$ cat config.mk
export PLATFORM = sky130hd
export DESIGN_NAME = compass_hard_iron_heading
export DESIGN_NICKNAME = d
export VERILOG_FILES = /design/src/rtl/core/chih_pkg.sv /design/src/rtl/core/chih_front.sv /design/src/rtl/core/chih_back.sv /design/src/rtl/core/compass_hard_iron_heading.sv
export SDC_FILE = /design/constraint.sdc
export NUM_CORES = 2
export LEC_CHECK = 0
export BUFFER_PORTS_ARGS = -buffer_cell sky130_fd_sc_hd__buf_2
export CAP_MARGIN = 20
export CORE_ASPECT_RATIO = 1.5
export CORE_MARGIN = 4
export CORE_UTILIZATION = 50
export DETAILED_ROUTE_END_ITERATION = 8
export GPL_TIMING_DRIVEN = 0
export PLACE_DENSITY = 0.64
export SYNTH_ARGS = -nofsm -noshare
export SYNTH_HDL_FRONTEND = slang
export SYNTH_SLANG_ARGS = --single-unit
$ cat constraint.sdc
create_clock -name clk -period 15 [get_ports clk]
set_input_delay 0.75 -clock clk [delete_from_list [all_inputs] [get_ports clk]]
set_output_delay 0.75 -clock clk [all_outputs]
set_load 0.01 [all_outputs]
$ cat src/rtl/core/chih_pkg.sv
`default_nettype none
package chih_pkg;
    localparam int SampleWidthDef = 16;
    localparam int CordicIterDef = 16;
    localparam int AngleW = 26;
    localparam int HeadingMax = 23040;

    typedef struct packed {
        logic signed [15:0] mag_x;
        logic signed [15:0] mag_y;
        logic signed [15:0] mag_z;
        logic               restart_cal;
    } in_word_t;

    typedef struct packed {
        logic signed [15:0] corr_x;
        logic signed [15:0] corr_y;
        logic signed [15:0] corr_z;
        logic [14:0]        heading;
    } out_word_t;

    // atan(2^-i) in degrees scaled by 2^16
    function automatic logic [21:0] atan_entry(input logic [4:0] i);
        logic [21:0] r;
        begin
            case (i)
                5'd0: r = 22'd2949120;
                5'd1: r = 22'd1740967;
                5'd2: r = 22'd919879;
                5'd3: r = 22'd466945;
                5'd4: r = 22'd234379;
                5'd5: r = 22'd117304;
                5'd6: r = 22'd58666;
                5'd7: r = 22'd29335;
                5'd8: r = 22'd14668;
                5'd9: r = 22'd7334;
                5'd10: r = 22'd3667;
                5'd11: r = 22'd1833;
                5'd12: r = 22'd917;
                5'd13: r = 22'd458;
                5'd14: r = 22'd229;
                5'd15: r = 22'd115;
                5'd16: r = 22'd57;
                5'd17: r = 22'd29;
                5'd18: r = 22'd14;
                5'd19: r = 22'd7;
                5'd20: r = 22'd4;
                5'd21: r = 22'd2;
                5'd22: r = 22'd1;
                default: r = 22'd0;
            endcase
            return r;
        end
    endfunction
endpackage
`default_nettype wire

$ cat src/rtl/core/chih_front.sv
`default_nettype none
// Update extrema when calibration is enabled, compute spans and midpoints, hold one job word.
module chih_front
    import chih_pkg::*;
(
    input  wire logic        clk,
    input  wire logic        rst_n,
    input  wire logic        cal_enable,
    input  wire logic        in_valid,
    output logic             in_ready,
    input  wire in_word_t    in_data,
    output logic             job_valid,
    input  wire logic        job_ready,
    output logic [16:0]      job_span_x,
    output logic [16:0]      job_span_y,
    output logic [16:0]      job_span_z,
    output logic [15:0]      job_mid_x,
    output logic [15:0]      job_mid_y,
    output logic [15:0]      job_mid_z,
    output logic [15:0]      job_s_x,
    output logic [15:0]      job_s_y,
    output logic [15:0]      job_s_z
);
    logic signed [15:0] max_reg [3];
    logic signed [15:0] min_reg [3];
    logic signed [15:0] max_next [3];
    logic signed [15:0] min_next [3];
    logic signed [15:0] smp [3];
    logic pend_reg, pend_next, full_reg;
    logic signed [16:0] sum [3];
    logic signed [16:0] half [3];
    logic [16:0] span_next [3];
    logic [16:0] span_reg [3];
    logic [15:0] mid_reg [3];
    logic [15:0] s_reg [3];
    logic acc;

    assign in_ready = !full_reg || job_ready;
    assign acc = in_valid && in_ready;
    assign smp[0] = in_data.mag_x;
    assign smp[1] = in_data.mag_y;
    assign smp[2] = in_data.mag_z;

    always_comb
    begin
        pend_next = pend_reg | in_data.restart_cal;
        for (int i = 0; i < 3; i++)
        begin
            max_next[i] = max_reg[i];
            min_next[i] = min_reg[i];
        end
        if (cal_enable)
        begin
            if (pend_next)
            begin
                for (int i = 0; i < 3; i++)
                begin
                    max_next[i] = 16'sd1;
                    min_next[i] = -16'sd1;
                end
                pend_next = 1'b0;
            end
            for (int i = 0; i < 3; i++)
            begin
                if (smp[i] > max_next[i]) max_next[i] = smp[i];
                if (smp[i] < min_next[i]) min_next[i] = smp[i];
            end
        end
        for (int i = 0; i < 3; i++)
        begin
            sum[i] = 17'(max_next[i]) + 17'(min_next[i]);
            // truncate toward zero
            half[i] = (sum[i] + 17'(sum[i][16])) >>> 1;
            span_next[i] = 17'(17'(max_next[i]) - 17'(min_next[i]));
        end
    end

    always_ff @(posedge clk or negedge rst_n)
    begin
        if (!rst_n)
        begin
            pend_reg <= 1'b0;
            full_reg <= 1'b0;
            for (int i = 0; i < 3; i++)
            begin
                max_reg[i] <= 16'sd1;
                min_reg[i] <= -16'sd1;
            end
        end
        else
        begin
            if (job_ready) full_reg <= 1'b0;
            if (acc)
            begin
                full_reg <= 1'b1;
                pend_reg <= pend_next;
                for (int i = 0; i < 3; i++)
                begin
                    max_reg[i] <= max_next[i];
                    min_reg[i] <= min_next[i];
                end
            end
        end
    end

    always_ff @(posedge clk)
    begin
        if (acc)
        begin
            for (int i = 0; i < 3; i++)
            begin
                span_reg[i] <= span_next[i];
                mid_reg[i] <= half[i][15:0];
                s_reg[i] <= smp[i];
            end
        end
    end

    assign job_valid = full_reg;
    assign job_span_x = span_reg[0];
    assign job_span_y = span_reg[1];
    assign job_span_z = span_reg[2];
    assign job_mid_x = mid_reg[0];
    assign job_mid_y = mid_reg[1];
    assign job_mid_z = mid_reg[2];
    assign job_s_x = s_reg[0];
    assign job_s_y = s_reg[1];
    assign job_s_z = s_reg[2];
endmodule
`default_nettype wire

$ cat src/rtl/core/chih_back.sv
`default_nettype none
// Serial divides for the two ratios, then a serial CORDIC for the heading.
module chih_back
    import chih_pkg::*;
#(
    parameter int CORDIC_ITERATIONS = CordicIterDef
)
(
    input  wire logic        clk,
    input  wire logic        rst_n,
    input  wire logic        job_valid,
    output logic             job_ready,
    input  wire logic [16:0] job_span_x,
    input  wire logic [16:0] job_span_y,
    input  wire logic [16:0] job_span_z,
    input  wire logic [15:0] job_mid_x,
    input  wire logic [15:0] job_mid_y,
    input  wire logic [15:0] job_mid_z,
    input  wire logic [15:0] job_s_x,
    input  wire logic [15:0] job_s_y,
    input  wire logic [15:0] job_s_z,
    output logic             out_valid,
    input  wire logic        out_ready,
    output out_word_t        out_data
);
    localparam logic [2:0] S_IDLE = 3'd0;
    localparam logic [2:0] S_DIV  = 3'd1;
    localparam logic [2:0] S_MUL  = 3'd2;
    localparam logic [2:0] S_PRE  = 3'd3;
    localparam logic [2:0] S_ROT  = 3'd4;
    localparam logic [2:0] S_FIN  = 3'd5;
    localparam int XW = 27;

    logic [2:0] st_reg;
    logic [4:0] cnt_reg;
    logic       ax_reg;
    logic [16:0] spx_reg, den_reg, quo_reg, rem_reg;
    logic [16:0] spy_reg, spz_reg;
    logic [15:0] mx_reg, my_reg, mz_reg, sx_reg, sy_reg, sz_reg;
    logic [15:0] ry_reg, rz_reg;
    logic [15:0] cx_reg, cy_reg, cz_reg;
    logic signed [XW-1:0] x_reg, y_reg;
    logic signed [AngleW-1:0] z_reg;
    logic        ov_reg;
    out_word_t   od_reg;
    logic [17:0] trial;
    logic [16:0] rem_sh;
    logic signed [XW-1:0] xs, ys;
    logic signed [AngleW-1:0] at, ang, rnd;
    logic [15:0] prod_y, prod_z;

    assign job_ready = (st_reg == S_IDLE);
    assign out_valid = ov_reg;
    assign out_data = od_reg;
    assign rem_sh = {rem_reg[15:0], quo_reg[16]};
    assign trial = {1'b0, rem_sh} - {1'b0, den_reg};
    assign xs = x_reg >>> cnt_reg;
    assign ys = y_reg >>> cnt_reg;
    assign at = AngleW'(atan_entry(cnt_reg));
    assign prod_y = 16'(ry_reg * sy_reg);
    assign prod_z = 16'(rz_reg * sz_reg);
    assign ang = z_reg + AngleW'(32'sd180 <<< 16);
    assign rnd = (ang + AngleW'(512)) >>> 10;

    always_ff @(posedge clk or negedge rst_n)
    begin
        if (!rst_n)
        begin
            st_reg <= S_IDLE;
            ov_reg <= 1'b0;
            cnt_reg <= '0;
            ax_reg <= 1'b0;
        end
        else
        begin
            if (out_ready) ov_reg <= 1'b0;
            case (st_reg)
                S_IDLE:
                begin
                    if (job_valid)
                    begin
                        spx_reg <= job_span_x; spy_reg <= job_span_y; spz_reg <= job_span_z;
                        mx_reg <= job_mid_x; my_reg <= job_mid_y; mz_reg <= job_mid_z;
                        sx_reg <= job_s_x; sy_reg <= job_s_y; sz_reg <= job_s_z;
                        quo_reg <= job_span_x;
                        rem_reg <= '0;
                        den_reg <= job_span_y;
                        ax_reg <= 1'b0;
                        cnt_reg <= '0;
                        st_reg <= S_DIV;
                    end
                end
                S_DIV:
                begin
                    // one quotient bit per cycle, restoring
                    if (!trial[17])
                    begin
                        rem_reg <= trial[16:0];
                        quo_reg <= {quo_reg[15:0], 1'b1};
                    end
                    else
                    begin
                        rem_reg <= rem_sh;
                        quo_reg <= {quo_reg[15:0], 1'b0};
                    end
                    cnt_reg <= cnt_reg + 5'd1;
                    if (cnt_reg == 5'd16)
                    begin
                        cnt_reg <= '0;
                        if (!ax_reg)
                        begin
                            ry_reg <= (!trial[17]) ? {quo_reg[14:0], 1'b1}
                                                   : {quo_reg[14:0], 1'b0};
                            ax_reg <= 1'b1;
                            quo_reg <= spx_reg;
                            rem_reg <= '0;
                            den_reg <= spz_reg;
                        end
                        else
                        begin
                            rz_reg <= (!trial[17]) ? {quo_reg[14:0], 1'b1}
                                                   : {quo_reg[14:0], 1'b0};
                            st_reg <= S_MUL;
                        end
                    end
                end
                S_MUL:
                begin
                    cx_reg <= sx_reg - mx_reg;
                    cy_reg <= prod_y - my_reg;
                    cz_reg <= prod_z - mz_reg;
                    st_reg <= S_PRE;
                end
                S_PRE:
                begin
                    z_reg <= '0;
                    cnt_reg <= '0;
                    if (cx_reg[15])
                    begin
                        x_reg <= -(XW'($signed(cx_reg)) <<< 8);
                        y_reg <= -(XW'($signed(cy_reg)) <<< 8);
                        z_reg <= cy_reg[15] ? -AngleW'(32'sd180 <<< 16)
                                            : AngleW'(32'sd180 <<< 16);
                    end
                    else
                    begin
                        x_reg <= XW'($signed(cx_reg)) <<< 8;
                        y_reg <= XW'($signed(cy_reg)) <<< 8;
                    end
                    st_reg <= S_ROT;
                end
                S_ROT:
                begin
                    if (!y_reg[XW-1])
                    begin
                        x_reg <= x_reg + ys;
                        y_reg <= y_reg - xs;
                        z_reg <= z_reg + at;
                    end
                    else
                    begin
                        x_reg <= x_reg - ys;
                        y_reg <= y_reg + xs;
                        z_reg <= z_reg - at;
                    end
                    cnt_reg <= cnt_reg + 5'd1;
                    if (cnt_reg == 5'(CORDIC_ITERATIONS - 1)) st_reg <= S_FIN;
                end
                S_FIN:
                begin
                    if (!ov_reg || out_ready)
                    begin
                        od_reg.corr_x <= cx_reg;
                        od_reg.corr_y <= cy_reg;
                        od_reg.corr_z <= cz_reg;
                        if (ang[AngleW-1])
                            od_reg.heading <= '0;
                        else if (rnd > AngleW'(HeadingMax))
                            od_reg.heading <= 15'(HeadingMax);
                        else
                            od_reg.heading <= rnd[14:0];
                        ov_reg <= 1'b1;
                        st_reg <= S_IDLE;
                    end
                end
                default: st_reg <= S_IDLE;
            endcase
        end
    end
endmodule
`default_nettype wire

$ cat src/rtl/core/compass_hard_iron_heading.sv
`default_nettype none
// Hard-iron compass correction with heading. Each accepted word of three
// signed 16-bit axis samples yields one word: x minus its midpoint, y and z
// scaled by the integer span ratio to x then offset, and a heading of
// atan2(y, x)+180 degrees in 1/64 degree steps. A front stage updates the
// extrema in the accept cycle and holds one job; the back end loads the job,
// runs two serial divides, a multiply state, a setup state, the CORDIC
// rotations and an output state, and takes no new job until it is back in
// idle, so throughput is set by the back end's divider and CORDIC loop. A
// stalled output holds the back end in its output state until the previous
// word is taken.
// cal_enable is written through cfg_we/cfg_data and resets to 1.
module compass_hard_iron_heading
    import chih_pkg::*;
#(
    parameter int CORDIC_ITERATIONS = CordicIterDef
)
(
    input  wire logic      clk,
    input  wire logic      rst_n,
    input  wire logic      cfg_we,
    input  wire logic      cfg_data,
    input  wire logic      in_valid,
    output logic           in_ready,
    input  wire in_word_t  in_data,
    output logic           out_valid,
    input  wire logic      out_ready,
    output out_word_t      out_data
);
    logic cal_reg;
    logic jv, jr;
    logic [16:0] spx, spy, spz;
    logic [15:0] mx, my, mz, sx, sy, sz;

    // hold the calibration enable
    always_ff @(posedge clk or negedge rst_n)
    begin
        if (!rst_n)
            cal_reg <= 1'b1;
        else if (cfg_we)
            cal_reg <= cfg_data;
    end

    chih_front u_front (
        .clk(clk), .rst_n(rst_n), .cal_enable(cal_reg),
        .in_valid(in_valid), .in_ready(in_ready), .in_data(in_data),
        .job_valid(jv), .job_ready(jr),
        .job_span_x(spx), .job_span_y(spy), .job_span_z(spz),
        .job_mid_x(mx), .job_mid_y(my), .job_mid_z(mz),
        .job_s_x(sx), .job_s_y(sy), .job_s_z(sz)
    );

    chih_back #(.CORDIC_ITERATIONS(CORDIC_ITERATIONS)) u_back (
        .clk(clk), .rst_n(rst_n),
        .job_valid(jv), .job_ready(jr),
        .job_span_x(spx), .job_span_y(spy), .job_span_z(spz),
        .job_mid_x(mx), .job_mid_y(my), .job_mid_z(mz),
        .job_s_x(sx), .job_s_y(sy), .job_s_z(sz),
        .out_valid(out_valid), .out_ready(out_ready), .out_data(out_data)
    );
endmodule
`default_nettype wire

==> flow_summary_export.csv <==
group,metric,value,unit
status,status,"finished clean",
yosys,synth.yosys.warnings,0,
worst_setup_path,r2r-end,"u_front.mid_reg[0][13]$_DFFE_PP_",
die,die_w,269,um
timing,holdWs,0.0398,ns
power,irDropWorstVdd,0.146,mV
yosys,synth-edff-count,550,
die,die_h,399,um
yosys,synth_top_area_share,32.3,%
worst_setup_path,rr_worst_depth,30,
routing,drc_errors,0,
yosys,synth.avg_cell_area,10.2,um^2
clock_tree,post_cts_resized,0,
power,p_leak,0.0230,uW
global_route,grt_overflow,0,
die,io_pins,120,
clock_tree,clockBufferDepth,3,
timing,worst_slew_pin_slew,1.15,ns
final_layout,fin_cells,6610,
timing,finalHoldViolations,0,
yosys,synthArstFlopShare,16.5,%
global_route,grtUsageTotal,28.0,%
timing,period_needed,9.81,ns
timing,maxSlewViolCount,0,
placement,dpl.hpwl,121000,um
yosys,synth_most_common_cell,"edfxtp_1",
worst_setup_path,critPathMaxFanout,10,
clock_tree,post_cts_buffers,0,
yosys,ys_types,86,
final_layout,ff_latch_area,19300,um^2
die,fp.dieArea,107000,um^2
clock_tree,ctsHoldBuffers,0,
routing,ant_nets,0,
timing,slew_headroom,22.2,%
routing,wl_per_cell,22.8,um
placement,dp_cells,6480,
worst_setup_path,critPathMaxStageDelay,0.78,ns
timing,clock.fmax,102,MHz
clock_tree,cts_buffers,70,
timing,skew,0.0352,ns
power,p_per_area,230,nW/um^2
worst_setup_path,crit_path_start_kind,"flop",
die,rows,143,
global_route,grt_pass1_wl,229000,um
clock_tree,clockRootBuffer,"clkbuf_16",
worst_setup_path,cpMostUsedCell,"nor2b_1",
worst_setup_path,critPathKind,"flop to flop",
die,core_area,101000,um^2
final_layout,drive_gt1_share,8.86,%
routing,vias,38556,
final_layout,nets,5937,
final_layout,area_delta_synth_final,10.1,%
final_layout,largest_reg_flops,63,
final_layout,fillers,8908,
routing,vias_per_cell,5.83,
worst_setup_path,r2r_slack,5.19,ns
yosys,synth_commonest_cells,"edfxtp_1 (550), nand2_1 (512), ha_1 (435), inv_1 (425), nor2_1 (381)",
timing,rsz0062_at_grt,"no",
routing,drt_wl_total,151000,um
yosys,synth_largest_area_cell,"edfxtp_1",
worst_setup_path,rr_startpoint,"u_front.pend_reg$_DFFE_PN0P_",
final_layout,multiInputGateArea,29300,um^2
worst_setup_path,crit_buf_inv,5,
global_route,grt_pass1_vias,39137,
clock_tree,clkSlewWorstSetupHoldPaths,0.07,ns
clock_tree,cts_tree,"built",
worst_setup_path,crit_required,15.39,ns
yosys,synth_area,51100,um^2
timing,setup_viol,0,
global_route,grt_max_degree,84,
yosys,ys_seq_elements,659,
yosys,synthCells,5024,
routing,dr.pass1.iters,7,
worst_setup_path,slowest_stage,"nor4b_1",
placement,gp_congestion,1.01,
worst_setup_path,worst_setup_path_end_kind,"flop",
routing,drt-initial-drc-count,2427,
placement,io_buffers,119,
die,start_util,50.4,%
yosys,synthTopCellsByArea,"edfxtp_1 (32%), ha_1 (11%), fa_1 (7.8%), xnor2_1 (4.6%), nand2_1 (3.8%)",
clock_tree,htree_levels,3,
global_route,antenna_found_initial,3,
clock_tree,clkSinkCount,659,
min_path,hp-class,"primary input to asynchronous set/reset pin",
worst_setup_path,cpLargestDelayFamily,"compound AO/OA/AOI/OAI gates",
worst_setup_path,worstPathArrival,10.20,ns
yosys,ys.flop_type,"edfxtp_1",
job,cap_violations,0,
yosys,ys_seq_area_share,37.8,%
timing,final.setup.tns,0,ns
yosys,syn_nets,5713,
timing,period_share,65.4,%
clock_tree,clk_latency,0.67,ns
## worst max path at each step
stage,startpoint,endpoint,depth (start not counted)
finish,u_front.pend_reg$_DFFE_PN0P_,u_front.mid_reg[0][13]$_DFFE_PP_,30
global route,u_front.pend_reg$_DFFE_PN0P_,u_front.mid_reg[0][13]$_DFFE_PP_,30
CTS,u_front.pend_reg$_DFFE_PN0P_,u_front.mid_reg[0][13]$_DFFE_PP_,30
detailed placement,in_data[0],u_front.mid_reg[0][13]$_DFFE_PP_,31
global placement,rst_n,u_back.sx_reg[15]$_DFFE_PP_,2
floorplan,u_back.st_reg[2]$_DFFE_PN0P_,u_back.mx_reg[0]$_DFFE_PP_,4
## area by class of cell
| cell class | instances | share of cell area (%) |
|---|---|---|
| multi-input cells | 3720 | 52.2 |
| flip-flops and latches | 659 | 34.3 |
| clock buffers | 80 | 3.18 |
| well taps | 1305 | 2.90 |
| inverters | 432 | 2.88 |
| repair buffers | 152 | 1.91 |
| plain buffers | 213 | 1.56 |
| clock inverters | 48 | 1.07 |
| diodes | 1 | 0.00445 |
## layer usage
metal	track usage [%]	wire [um]	vias up
li1	-	-	18332
met3	3.99	6700	413
met1	30.6	55400	18746
met5	0	0	-
met2	49.8	76400	1065
met4	19.4	12500	0
## report_power, final
group / switching, uW / internal (uW) / leakage (uW)
clock network: 783 / 1050 / 0.00115
logic: 4790 / 3330 / 0.0156
registers: 266 / 2730 / 0.00630
## metrics by stage
stage	utilization, %	total power [uW]	area [um^2]	worst slack [ns]
4_1_cts	55.4	13000	56200	5.17
6_report	55.5	13000	56300	5.19
2_1_floorplan	-	9040	51100	3.96
3_5_place_dp	53.1	11100	53800	4.69
3_3_place_gp	52.6	11000	53300	-2.16
5_1_grt	55.5	14000	56300	4.49
## kinds of logic (layout without fill, tap and decap cells)
logic type | count (synthesis) | after routing | share of synthesized area [%]
AND/OR/NAND/NOR | 1443 | 1443 | 13.2
AO/OA/AOI/OAI | 1101 | 1101 | 14.5
flip-flops | 659 | 659 | 37.8
buffers and inverters | 645 | 925 | 4.88
adder cells (fa/ha/maj) | 634 | 634 | 18.5
XOR/XNOR | 385 | 385 | 6.60
multiplexers | 157 | 157 | 4.52
other | 0 | 1 | 0
## cells in the final DEF (no fill, tap or decap), types with 53 or more instances in the layout
cell,n
inv_1,425
nor2_1,380
nor3_1,78
buf_2,130
ha_1,435
a22o_1,96
a21o_1,85
nand3_1,58
a21oi_1,277
edfxtp_1,550
xnor2_1,268
fa_1,199
clkbuf_16,70
and2_1,134
clkbuf_1,170
o21ai_0,195
mux4_2,56
dfrtp_1,57
xor2_1,117
nand2b_1,53
mux2i_1,73
nand2_1,512
## worst register-to-register path, delay by kind of cell, from the launching register on
kind	cells	cell delay (ns)
buffers and inverters	5	2.32
xor gates and xnor gates	1	0.11
AOI/OAI and AO/OA	12	3.33
and+or+nand+nor	9	2.60
DFF	1	0.40
adders and majority gates	3	0.79
Note: power is estimated with default switching activity, not from simulation.
